$ cat src/rtl/core/gpon_pkg.sv
// Package for the grid point owner node unit: widths, register indexes, divider step.
// No dependencies; used by gpon_dim and grid_point_owner_node_unit.
package gpon_pkg;

    localparam int COORD_BITS_DEF = 12;   // default saturation width of an owner
    localparam int PT_W           = 12;   // point, grid size, coarse size, owner field
    localparam int NODE_W         = 11;   // node count
    localparam int RAW_W          = 13;   // owner before saturation (remainder + quotient)
    localparam int DIV_STEP       = 4;    // quotient bits resolved per divider stage
    localparam int CFG_IDX_W      = 3;

    typedef enum logic [CFG_IDX_W-1:0] {
        CFG_COARSE_X = 3'd0,
        CFG_COARSE_Y = 3'd1,
        CFG_COARSE_Z = 3'd2,
        CFG_NODES_X  = 3'd3,
        CFG_NODES_Y  = 3'd4,
        CFG_NODES_Z  = 3'd5
    } t_cfg_idx;

endpackage

$ cat src/rtl/core/gpon_div.sv
// Pipelined restoring divider, STEP quotient bits per register stage, with a side payload.
// Depends on nothing; instantiated by gpon_dim.
module gpon_div #(
    parameter int NW   = 12,
    parameter int DW   = 12,
    parameter int PW   = 1,
    parameter int STEP = 4
) (
    input  logic          i_clk,
    input  logic          i_en,
    input  logic [NW-1:0] i_num,
    input  logic [DW-1:0] i_den,
    input  logic [PW-1:0] i_pay,
    output logic [NW-1:0] o_quo,
    output logic [DW-1:0] o_rem,
    output logic [PW-1:0] o_pay
);
    localparam int STAGES = (NW + STEP - 1) / STEP;
    localparam int TOT    = STAGES * STEP;

    // numerator shifts out at the top while quotient bits shift in at the bottom
    logic [TOT-1:0] r_nq  [STAGES];
    logic [DW-1:0]  r_rem [STAGES];
    logic [DW-1:0]  r_den [STAGES];
    logic [PW-1:0]  r_pay [STAGES];

    for (genvar s = 0; s < STAGES; s++) begin : g_stage
        logic [TOT-1:0] w_nq;
        logic [DW-1:0]  w_rem;
        logic [DW-1:0]  w_den;
        logic [PW-1:0]  w_pay;
        logic [TOT-1:0] n_nq;
        logic [DW-1:0]  n_rem;

        if (s == 0) begin : g_first
            assign w_nq  = TOT'(i_num);
            assign w_rem = '0;
            assign w_den = i_den;
            assign w_pay = i_pay;
        end else begin : g_next
            assign w_nq  = r_nq[s-1];
            assign w_rem = r_rem[s-1];
            assign w_den = r_den[s-1];
            assign w_pay = r_pay[s-1];
        end

        always_comb begin
            logic [DW:0] t;
            n_nq  = w_nq;
            n_rem = w_rem;
            for (int k = 0; k < STEP; k++) begin
                t    = {n_rem, n_nq[TOT-1]};
                n_nq = {n_nq[TOT-2:0], 1'b0};
                if (t >= {1'b0, w_den}) begin
                    t       = t - {1'b0, w_den};
                    n_nq[0] = 1'b1;
                end
                n_rem = t[DW-1:0];
            end
        end

        always_ff @(posedge i_clk) begin
            if (i_en) begin
                r_nq[s]  <= n_nq;
                r_rem[s] <= n_rem;
                r_den[s] <= w_den;
                r_pay[s] <= w_pay;
            end
        end
    end

    assign o_quo = r_nq[STAGES-1][NW-1:0];
    assign o_rem = r_rem[STAGES-1];
    assign o_pay = r_pay[STAGES-1];

endmodule

$ cat src/rtl/core/gpon_dim.sv
// Owner lookup along one dimension: factor and block divides, block sizes, final divide.
// Depends on gpon_pkg and gpon_div.
module gpon_dim #(
    parameter int COORD_BITS = gpon_pkg::COORD_BITS_DEF
) (
    input  logic                        i_clk,
    input  logic                        i_en,
    input  logic [gpon_pkg::PT_W-1:0]   i_point,
    input  logic [gpon_pkg::PT_W-1:0]   i_grid,
    input  logic [gpon_pkg::PT_W-1:0]   i_coarse,
    input  logic [gpon_pkg::NODE_W-1:0] i_nodes,
    output logic [gpon_pkg::PT_W-1:0]   o_owner,
    output logic                        o_bad
);
    localparam int PW   = gpon_pkg::PT_W;
    localparam int NW_  = gpon_pkg::NODE_W;
    localparam int RW   = gpon_pkg::RAW_W;
    localparam int BW   = 2 * PW;          // factor * block
    localparam int SW   = PW + 1;          // block size clipped to 2**PW
    localparam int GW   = NW_ + SW;        // leading region size
    localparam logic [RW-1:0] LIM = (COORD_BITS >= RW) ? {RW{1'b1}}
                                                       : RW'((64'd1 << COORD_BITS) - 64'd1);
    localparam logic [SW-1:0] CLIP = SW'(1) << PW;

    logic [PW-1:0]  w_fac, w_fac_pt, w_q0;
    logic [NW_-1:0] w_rem;
    logic           w_bad0;

    // factor = grid / coarse, point rides along
    gpon_div #(.NW(PW), .DW(PW), .PW(PW), .STEP(gpon_pkg::DIV_STEP)) u_div_fac (
        .i_clk (i_clk), .i_en (i_en),
        .i_num (i_grid), .i_den (i_coarse), .i_pay (i_point),
        .o_quo (w_fac), .o_rem (), .o_pay (w_fac_pt)
    );

    // coarse / nodes and coarse mod nodes
    gpon_div #(.NW(PW), .DW(NW_), .PW(1), .STEP(gpon_pkg::DIV_STEP)) u_div_blk (
        .i_clk (i_clk), .i_en (i_en),
        .i_num (i_coarse), .i_den (i_nodes),
        .i_pay (i_coarse == '0 || i_nodes == '0),
        .o_quo (w_q0), .o_rem (w_rem), .o_pay (w_bad0)
    );

    // stage M1: base block
    logic [BW-1:0]  r_base;
    logic [PW-1:0]  r_fac1, r_pt1;
    logic [NW_-1:0] r_rem1;
    logic           r_eq1, r_bad1;

    always_ff @(posedge i_clk) begin
        if (i_en) begin
            r_base <= BW'(w_fac) * BW'(w_q0);
            r_fac1 <= w_fac;
            r_pt1  <= w_fac_pt;
            r_rem1 <= w_rem;
            r_eq1  <= (w_rem == '0) || (w_fac == '0);
            r_bad1 <= w_bad0;
        end
    end

    // stage M2: larger block, both clipped, and leading region size
    logic [BW:0]    w_big;
    logic [SW-1:0]  w_big_s, w_base_s;
    logic [GW-1:0]  r_region;
    logic [SW-1:0]  r_big2, r_base2;
    logic [PW-1:0]  r_pt2;
    logic [NW_-1:0] r_rem2;
    logic           r_eq2, r_bad2;

    // no remainder: larger block is the base block itself
    assign w_big    = {1'b0, r_base} + (BW+1)'(r_eq1 ? {PW{1'b0}} : r_fac1);
    assign w_big_s  = (w_big  >= (BW+1)'(CLIP)) ? CLIP : w_big[SW-1:0];
    assign w_base_s = (r_base >= BW'(CLIP))     ? CLIP : r_base[SW-1:0];

    always_ff @(posedge i_clk) begin
        if (i_en) begin
            r_region <= GW'(r_rem1) * GW'(w_big_s);
            r_big2   <= w_big_s;
            r_base2  <= w_base_s;
            r_pt2    <= r_pt1;
            r_rem2   <= r_rem1;
            r_eq2    <= r_eq1;
            r_bad2   <= r_bad1;
        end
    end

    // stage C: inside or past the leading region
    logic          w_lead;
    logic [PW-1:0] r_num3;
    logic [SW-1:0] r_den3;
    logic [PW-1:0] r_pay3;   // {bad, remainder to add}

    assign w_lead = r_eq2 || (GW'(r_pt2) < r_region);

    always_ff @(posedge i_clk) begin
        if (i_en) begin
            r_num3 <= w_lead ? r_pt2 : r_pt2 - r_region[PW-1:0];
            r_den3 <= w_lead ? r_big2 : r_base2;
            r_pay3 <= {r_bad2 || (w_lead ? (r_big2 == '0) : (r_base2 == '0)),
                       w_lead ? {NW_{1'b0}} : r_rem2};
        end
    end

    logic [PW-1:0] w_quo, w_pay;
    logic [RW-1:0] w_raw;

    gpon_div #(.NW(PW), .DW(SW), .PW(PW), .STEP(gpon_pkg::DIV_STEP)) u_div_own (
        .i_clk (i_clk), .i_en (i_en),
        .i_num (r_num3), .i_den (r_den3), .i_pay (r_pay3),
        .o_quo (w_quo), .o_rem (), .o_pay (w_pay)
    );

    assign w_raw   = RW'(w_quo) + RW'(w_pay[NW_-1:0]);
    assign o_bad   = w_pay[PW-1];
    assign o_owner = (w_raw > LIM) ? LIM[PW-1:0] : w_raw[PW-1:0];

endmodule

$ cat config.mk
export PLATFORM = sky130hd
export DESIGN_NAME = gpon_dim
export DESIGN_NICKNAME = d
export VERILOG_FILES = /design/src/rtl/core/gpon_pkg.sv /design/src/rtl/core/gpon_div.sv /design/src/rtl/core/gpon_dim.sv
export SDC_FILE = /design/constraint.sdc
export NUM_CORES = 2
export LEC_CHECK = 0
export BUFFER_PORTS_ARGS = -buffer_cell sky130_fd_sc_hd__buf_2
export CAP_MARGIN = 20
export CELL_PAD_IN_SITES_DETAIL_PLACEMENT = 2
export CELL_PAD_IN_SITES_GLOBAL_PLACEMENT = 2
export CORE_MARGIN = 3
export CORE_UTILIZATION = 44
export CTS_BUF_LIST = sky130_fd_sc_hd__clkbuf_8
export DETAILED_ROUTE_END_ITERATION = 10
export GPL_TIMING_DRIVEN = 0
export PLACE_DENSITY_LB_ADDON = 0.2
export SKIP_CTS_REPAIR_TIMING = 1
export SLEW_MARGIN = 30
export SYNTH_ARGS = -nofsm -noshare
export SYNTH_HDL_FRONTEND = slang
export SYNTH_SLANG_ARGS = --single-unit
$ cat constraint.sdc
create_clock -name i_clk -period 13 [get_ports i_clk]
set_clock_uncertainty 0.1 [all_clocks]
set_input_delay 0.65 -clock i_clk [delete_from_list [all_inputs] [get_ports i_clk]]
set_output_delay 0.65 -clock i_clk [all_outputs]
set_load 0.1 [all_outputs]
[Word-level counts from Yosys, hierarchy flattened]
Memory sizes are Yosys's and may differ from the RTL's. A register that Yosys moved wholly into a read port is not among the register bits.
Cells that the tools add are included.
Storage, ports and cells
  bits in registers: 160
  word-level logic and storage cells: 198
  memory bits (writable): 399
  bits of input ports: 49
  memories: 12
Memories
  u_div_own.r_den: words 3, width 13, read ports 2, clocked after Yosys merged registers in 0, write ports 3, line gpon_div.sv:24  | logic [DW-1:0] r_den [STAGES];
  u_div_own.r_rem: words 3, width 13, read ports 2, clocked after Yosys merged registers in 0, write ports 3, line gpon_div.sv:23  | logic [DW-1:0] r_rem [STAGES];
  u_div_blk.r_nq: words 3, width 12, read ports 3, clocked after Yosys merged registers in 0, write ports 3, line gpon_div.sv:22  | logic [TOT-1:0] r_nq [STAGES];
  u_div_fac.r_den: words 3, width 12, read ports 2, clocked after Yosys merged registers in 0, write ports 3, line gpon_div.sv:24
  u_div_fac.r_nq: words 3, width 12, read ports 3, clocked after Yosys merged registers in 0, write ports 3, line gpon_div.sv:22
  u_div_fac.r_pay: words 3, width 12, read ports 3, clocked after Yosys merged registers in 1, write ports 3, line gpon_div.sv:25  | logic [PW-1:0] r_pay [STAGES];
  +6 memories
Operators by class
  $mul: 2
  reduce and logical (&&, ||, !) cells: 10
  add/sub/neg operators: 39
  multiplexer cells: 80
  $lt $le $gt $ge: 40
Operators with widths (number)
  13-bit 2-to-1 mux: 14
  12-bit 2-to-1 mux: 15
  14-bit by 13-bit >= comparator with 1-bit output: 11
  12-bit subtractor: 12
  13-bit by 12-bit >= comparator with 1-bit output: 11
  13-bit subtractor: 11
  12-bit by 11-bit >= comparator with 1-bit output: 11
  11-bit 2-to-1 mux: 12
  11-bit subtractor: 11
  1-bit 2-to-1 mux: 39
  13-bit zero test: 2
  24-bit by 12-bit adder with 25-bit output: 1
  25-bit by 13-bit >= comparator with 1-bit output, second input constant: 1
  24-bit by 13-bit >= comparator with 1-bit output, second input constant: 1
  12-bit zero test: 2
  12-bit by 24-bit < comparator with 1-bit output: 1
  11-bit by 13-bit multiplier with 24-bit output: 1
  12-bit by 12-bit multiplier with 24-bit output: 1
  11-bit zero test: 2
  12-bit by 11-bit adder with 13-bit output: 1
  1-bit by 13-bit >= comparator with 1-bit output: 1
  13-bit by 12-bit greater-than comparator with 1-bit output, second input constant: 1
  1-bit by 13-bit subtractor with 13-bit output: 1
  1-bit by 12-bit >= comparator with 1-bit output: 1
  4 further kinds: 7

[Depth between registers and ports, before layout]
An unclocked memory read counts as a cell.
  depth after elaboration: 9
  gate-level depth with buffers: 45

[Modules after synthesis]
A second synthesis with hierarchy kept.
Second synthesis, totals
  cell total of the unflattened synthesis: 5250
  area total of the unflattened synthesis: 51669.6 um^2
By module, submodules not included
  gpon_dim: area an instance 17504.3 um^2, instances 1, cells each 1694, seq. area each 5195.0 um^2
  gpon_div (u_div_own): area an instance 12858.6 um^2, instances 1, cells each 1336, seq. area each 4113.9 um^2
  gpon_div (u_div_fac): area an instance 11442.2 um^2, instances 1, cells each 1151, seq. area each 3963.8 um^2
  gpon_div (u_div_blk): area an instance 9864.5 um^2, instances 1, cells each 1069, seq. area each 2822.7 um^2

[Least setup slack after synthesis]
Ideal clock, no wire load.
  path kind: register to register
  start point: memory u_div_fac.r_den[0][7]
  end point: memory u_div_blk.r_rem[0][13] in the netlist's numbering, data pin
  stages on the path, launching flop included: 41
  data required time: 12.640 ns
  period minus slack after synthesis: 9.294 ns
  library setup time: 0.260 ns
  arrival time: 8.935 ns
  slack: 3.706 ns
  cells stage by stage: edfxtp_1 > inv_1 > ha_1 > inv_1 > fa_1 > nand3_1 > a21oi_1 > nor3_1 > o21a_1 > buf_2 > inv_2 > mux2_2 > ha_1 > and3_1 > a221oi_1 > a21oi_1 > a31oi_1 > o221ai_1 > [5 not listed] > a21oi_1 > o31ai_1 > a21oi_1 > a21oi_1 > o21ai_0 > buf_2 > mux2i_1 > fa_1 > a21o_1 > a21oi_1 > nand2b_1 > a21boi_0 > o41ai_1 > o211ai_1 > a311o_1 > mux2i_1 > buf_2 > mux2_2
RTL lines (line)
  from (decl): gpon_div.sv:24
  to (decl): gpon_div.sv:23

==> impl_results.md <==
* Run status: complete, no violations
* Critical Path Start Type: flip-flop
* Area delta synth->final at 9.19%
* Worst Hold Class: in2reg
* I/O pin count at 62
* Largest family of logic cells by synthesized area: adder cells
* R2R cell count at 39
* Slew margin rel. at 37.9%
* Worst Setup Path Type: reg2reg
* Die width at 339 um
* Nets at 5998
* Setup WS pre-CTS at 652 ps
* Fin crit share at 93.9%
* Post-synthesis sequential area ratio at 30.8%
* Multiplexer share of the synthesized area at 6.45%
* Least-Margin Pin Slew at 923 ps
* Gpl congestion at 0.878
* Synth Area in XOR/XNOR at 5.27%
* Worst path most repeated cell: ha_1
* Initial antenna violation count at 3
* FP Rows at 121
* CTS clk-pin slew, worst paths at 60 ps
* GRT overflow at 0
* Total die area at 115000 sq um
* Clock tree buffer depth at 3
* Clock Sink Count at 499
* Synth Net Count at 5813
* DP Wirelength at 132000 um
* WL final at 167000 um
* Gr usage total at 28.5%
* First-pass GRT wire length at 260000 um
* CTS tree: built
* Remaining DRCs at 0
* Post-synth ARST share at 0%
* Final ANT Viol Nets at 0
* MaxCap Viol Count at 0
* Root Driver: clkbuf_8
* Setup violations, final at 0
* PnR worst setup slack at 792 ps
* Count of flip-flops with a built-in enable after synthesis at 499
* Largest net degree at the start of global routing at 98
* Compound-Gate Fraction of Synth Area at 13.0%
* CP Max Fanout at 10
* Vias at 39300
* Dpl cells at 6514
* Mean Syn Cell Area at 9.79 sq um
* I/O Buffers at 61
* Hold Path Depth at 1
* Yosys cell types at 85
* Fraction of layout cells with a size suffix above 1 at 9.29%
* DR pass1 iterations at 6
* Fillers at 11600
* Adder-cell share of the synthesized area at 24.0%
* H-tree levels at 3
* Worst Path Arrival at 12590 ps
* Critical path required time at 13380 ps
* Worst-Skew Late Latency at 760 ps
* Mapped Cells at 4971
* Most frequent cells in the layout: inv_1, ha_1, edfxtp_1
* Routed wire per std cell at 24.9 um
* Min Tclk post-route at 12210 ps
* Seq cells post-synth at 499
* Commonest non-fill, non-tap cell in the layout: inv_1
* Most used flip-flop cell after synthesis: edfxtp_1
* Die height at 339 um
* Mapped cell area at 48700 sq um
* Maximum clock rate at 81.9 MHz
* Slowest-stage cell, CP: o41ai_1
* CP peak stage delay at 700 ps
* Vias per cell at 5.86
* CTS Buf Count at 97
* Post-route setup TNS at 0 ps
* Core Box Area at 109000 sq um
* Simple-gate share of the synthesized area at 15.2%
* DR iter-0 viols at 2025
* Fin cells at 6708
* Yosys warns at 0
* Hold Vio Cnt, Final at 0
* RSZ-0062 raised after global routing: no
* Setup crit end kind: flip-flop
* Max Slew Vio Count at 0
* Initial Util at 44.5%
* Vias in the first global route at 44800
[path summary, 6_finish.rpt]
path | slack, ps | to | from
min reg2reg | 320 | u_div_blk.r_nq[0][28] | u_div_blk.r_nq[0][12]
max reg2reg | 790 | u_div_fac.r_rem[0][19] | u_div_fac.r_den[0][6]
min | 40 | u_div_fac.r_nq[0][6] | i_grid[2]
max | 790 | u_div_fac.r_rem[0][19] | u_div_fac.r_den[0][6]
[cell families after synthesis]
family | Yosys count
and+or+nand+nor | 1476
DFF | 499
buffers and inverters | 681
AOI/OAI and AO/OA | 945
adders and majority gates | 793
muxes | 284
xor gates and xnor gates | 293
[layout make-up]
cell class	instances	area [sq um]	share of cell area, %
inverters	560	2100	3.95
repair buffers	86	671	1.26
plain buffers	121	489	0.920
multi-input cells	3791	31100	58.5
well taps	1476	1850	3.47
flip-flops and latches	499	15000	28.2
clock inverters	75	588	1.11
clock buffers	98	1350	2.54
diodes	2	5.00	0.00941
[cells in the mapped netlist (all sizes together) (23+ instances only)]
library cell | count | area, sq um
nor4 | 37 | 231
clkbuf | 98 | 368
nand2b | 50 | 313
mux2 | 237 | 2670
a21o | 92 | 691
nand4 | 70 | 438
nor3 | 94 | 470
o211ai | 28 | 210
and2 | 120 | 751
a21oi | 247 | 1240
a211oi | 45 | 343
a21boi | 32 | 240
and3 | 101 | 632
inv | 560 | 2100
nor2b | 96 | 601
xnor2 | 204 | 1790
nand3 | 150 | 751
edfxtp | 499 | 15000
o21ai | 211 | 1060
o21a | 55 | 413
fa | 232 | 4640
nor2 | 334 | 1260
nand2 | 320 | 1200
buf | 23 | 121
or3 | 29 | 181
mux2i | 47 | 470
xor2 | 89 | 780
ha | 561 | 7020
o21bai | 25 | 188
[flip-flops by register name, indices dropped and copies added (netlist names), 11 cells and up]
name,flops
u_div_own.r_nq,36
u_div_own.r_den,26
r_pay3,12
u_div_blk.r_rem,33
u_div_blk.r_nq,24
r_den3,13
u_div_own.r_pay,36
r_fac1,12
u_div_fac.r_rem,24
r_region,24
r_pt1,12
u_div_own.r_rem,26
u_div_fac.r_den,24
r_base2,13
r_base,24
u_div_fac.r_nq,36
r_big2,13
r_pt2,12
r_rem2,11
r_num3,12
r_rem1,11
u_div_fac.r_pay,36
u_div_blk.r_den,22
[critical path, delay by kind of cell, from the launching register on]
family	cells	cell delay, ps
AOI/OAI and AO/OA	16	4470
buffers and inverters	8	2580
and+or+nand+nor	8	1550
adders and majority gates	4	1520
muxes	3	1160
DFF	1	520
[layer usage]
metal / GRT usage, % / wire, um / part of all wire [%]
met1: 32.6 / 66800 / 40
met2: 53.6 / 88000 / 53
met3: 3.00 / 4620 / 2.8
met4: 12.0 / 7410 / 4.4
met5: 0 / 13 / 0.0078
[per-stage QoR]
step | util, % | instance area, sq um | hold slack [ps]
2_1_floorplan | - | 48700 | 300
3_3_place_gp | 46.5 | 50800 | 300
3_5_place_dp | 46.7 | 51000 | 306
4_1_cts | 48.4 | 53000 | -115
5_1_grt | 48.6 | 53200 | 0.584
6_report | 48.6 | 53200 | 35.4
Power is left out: the tool's default activity adds up to more than one toggle a clock period on the data nets, which glitch-free logic cannot reach.
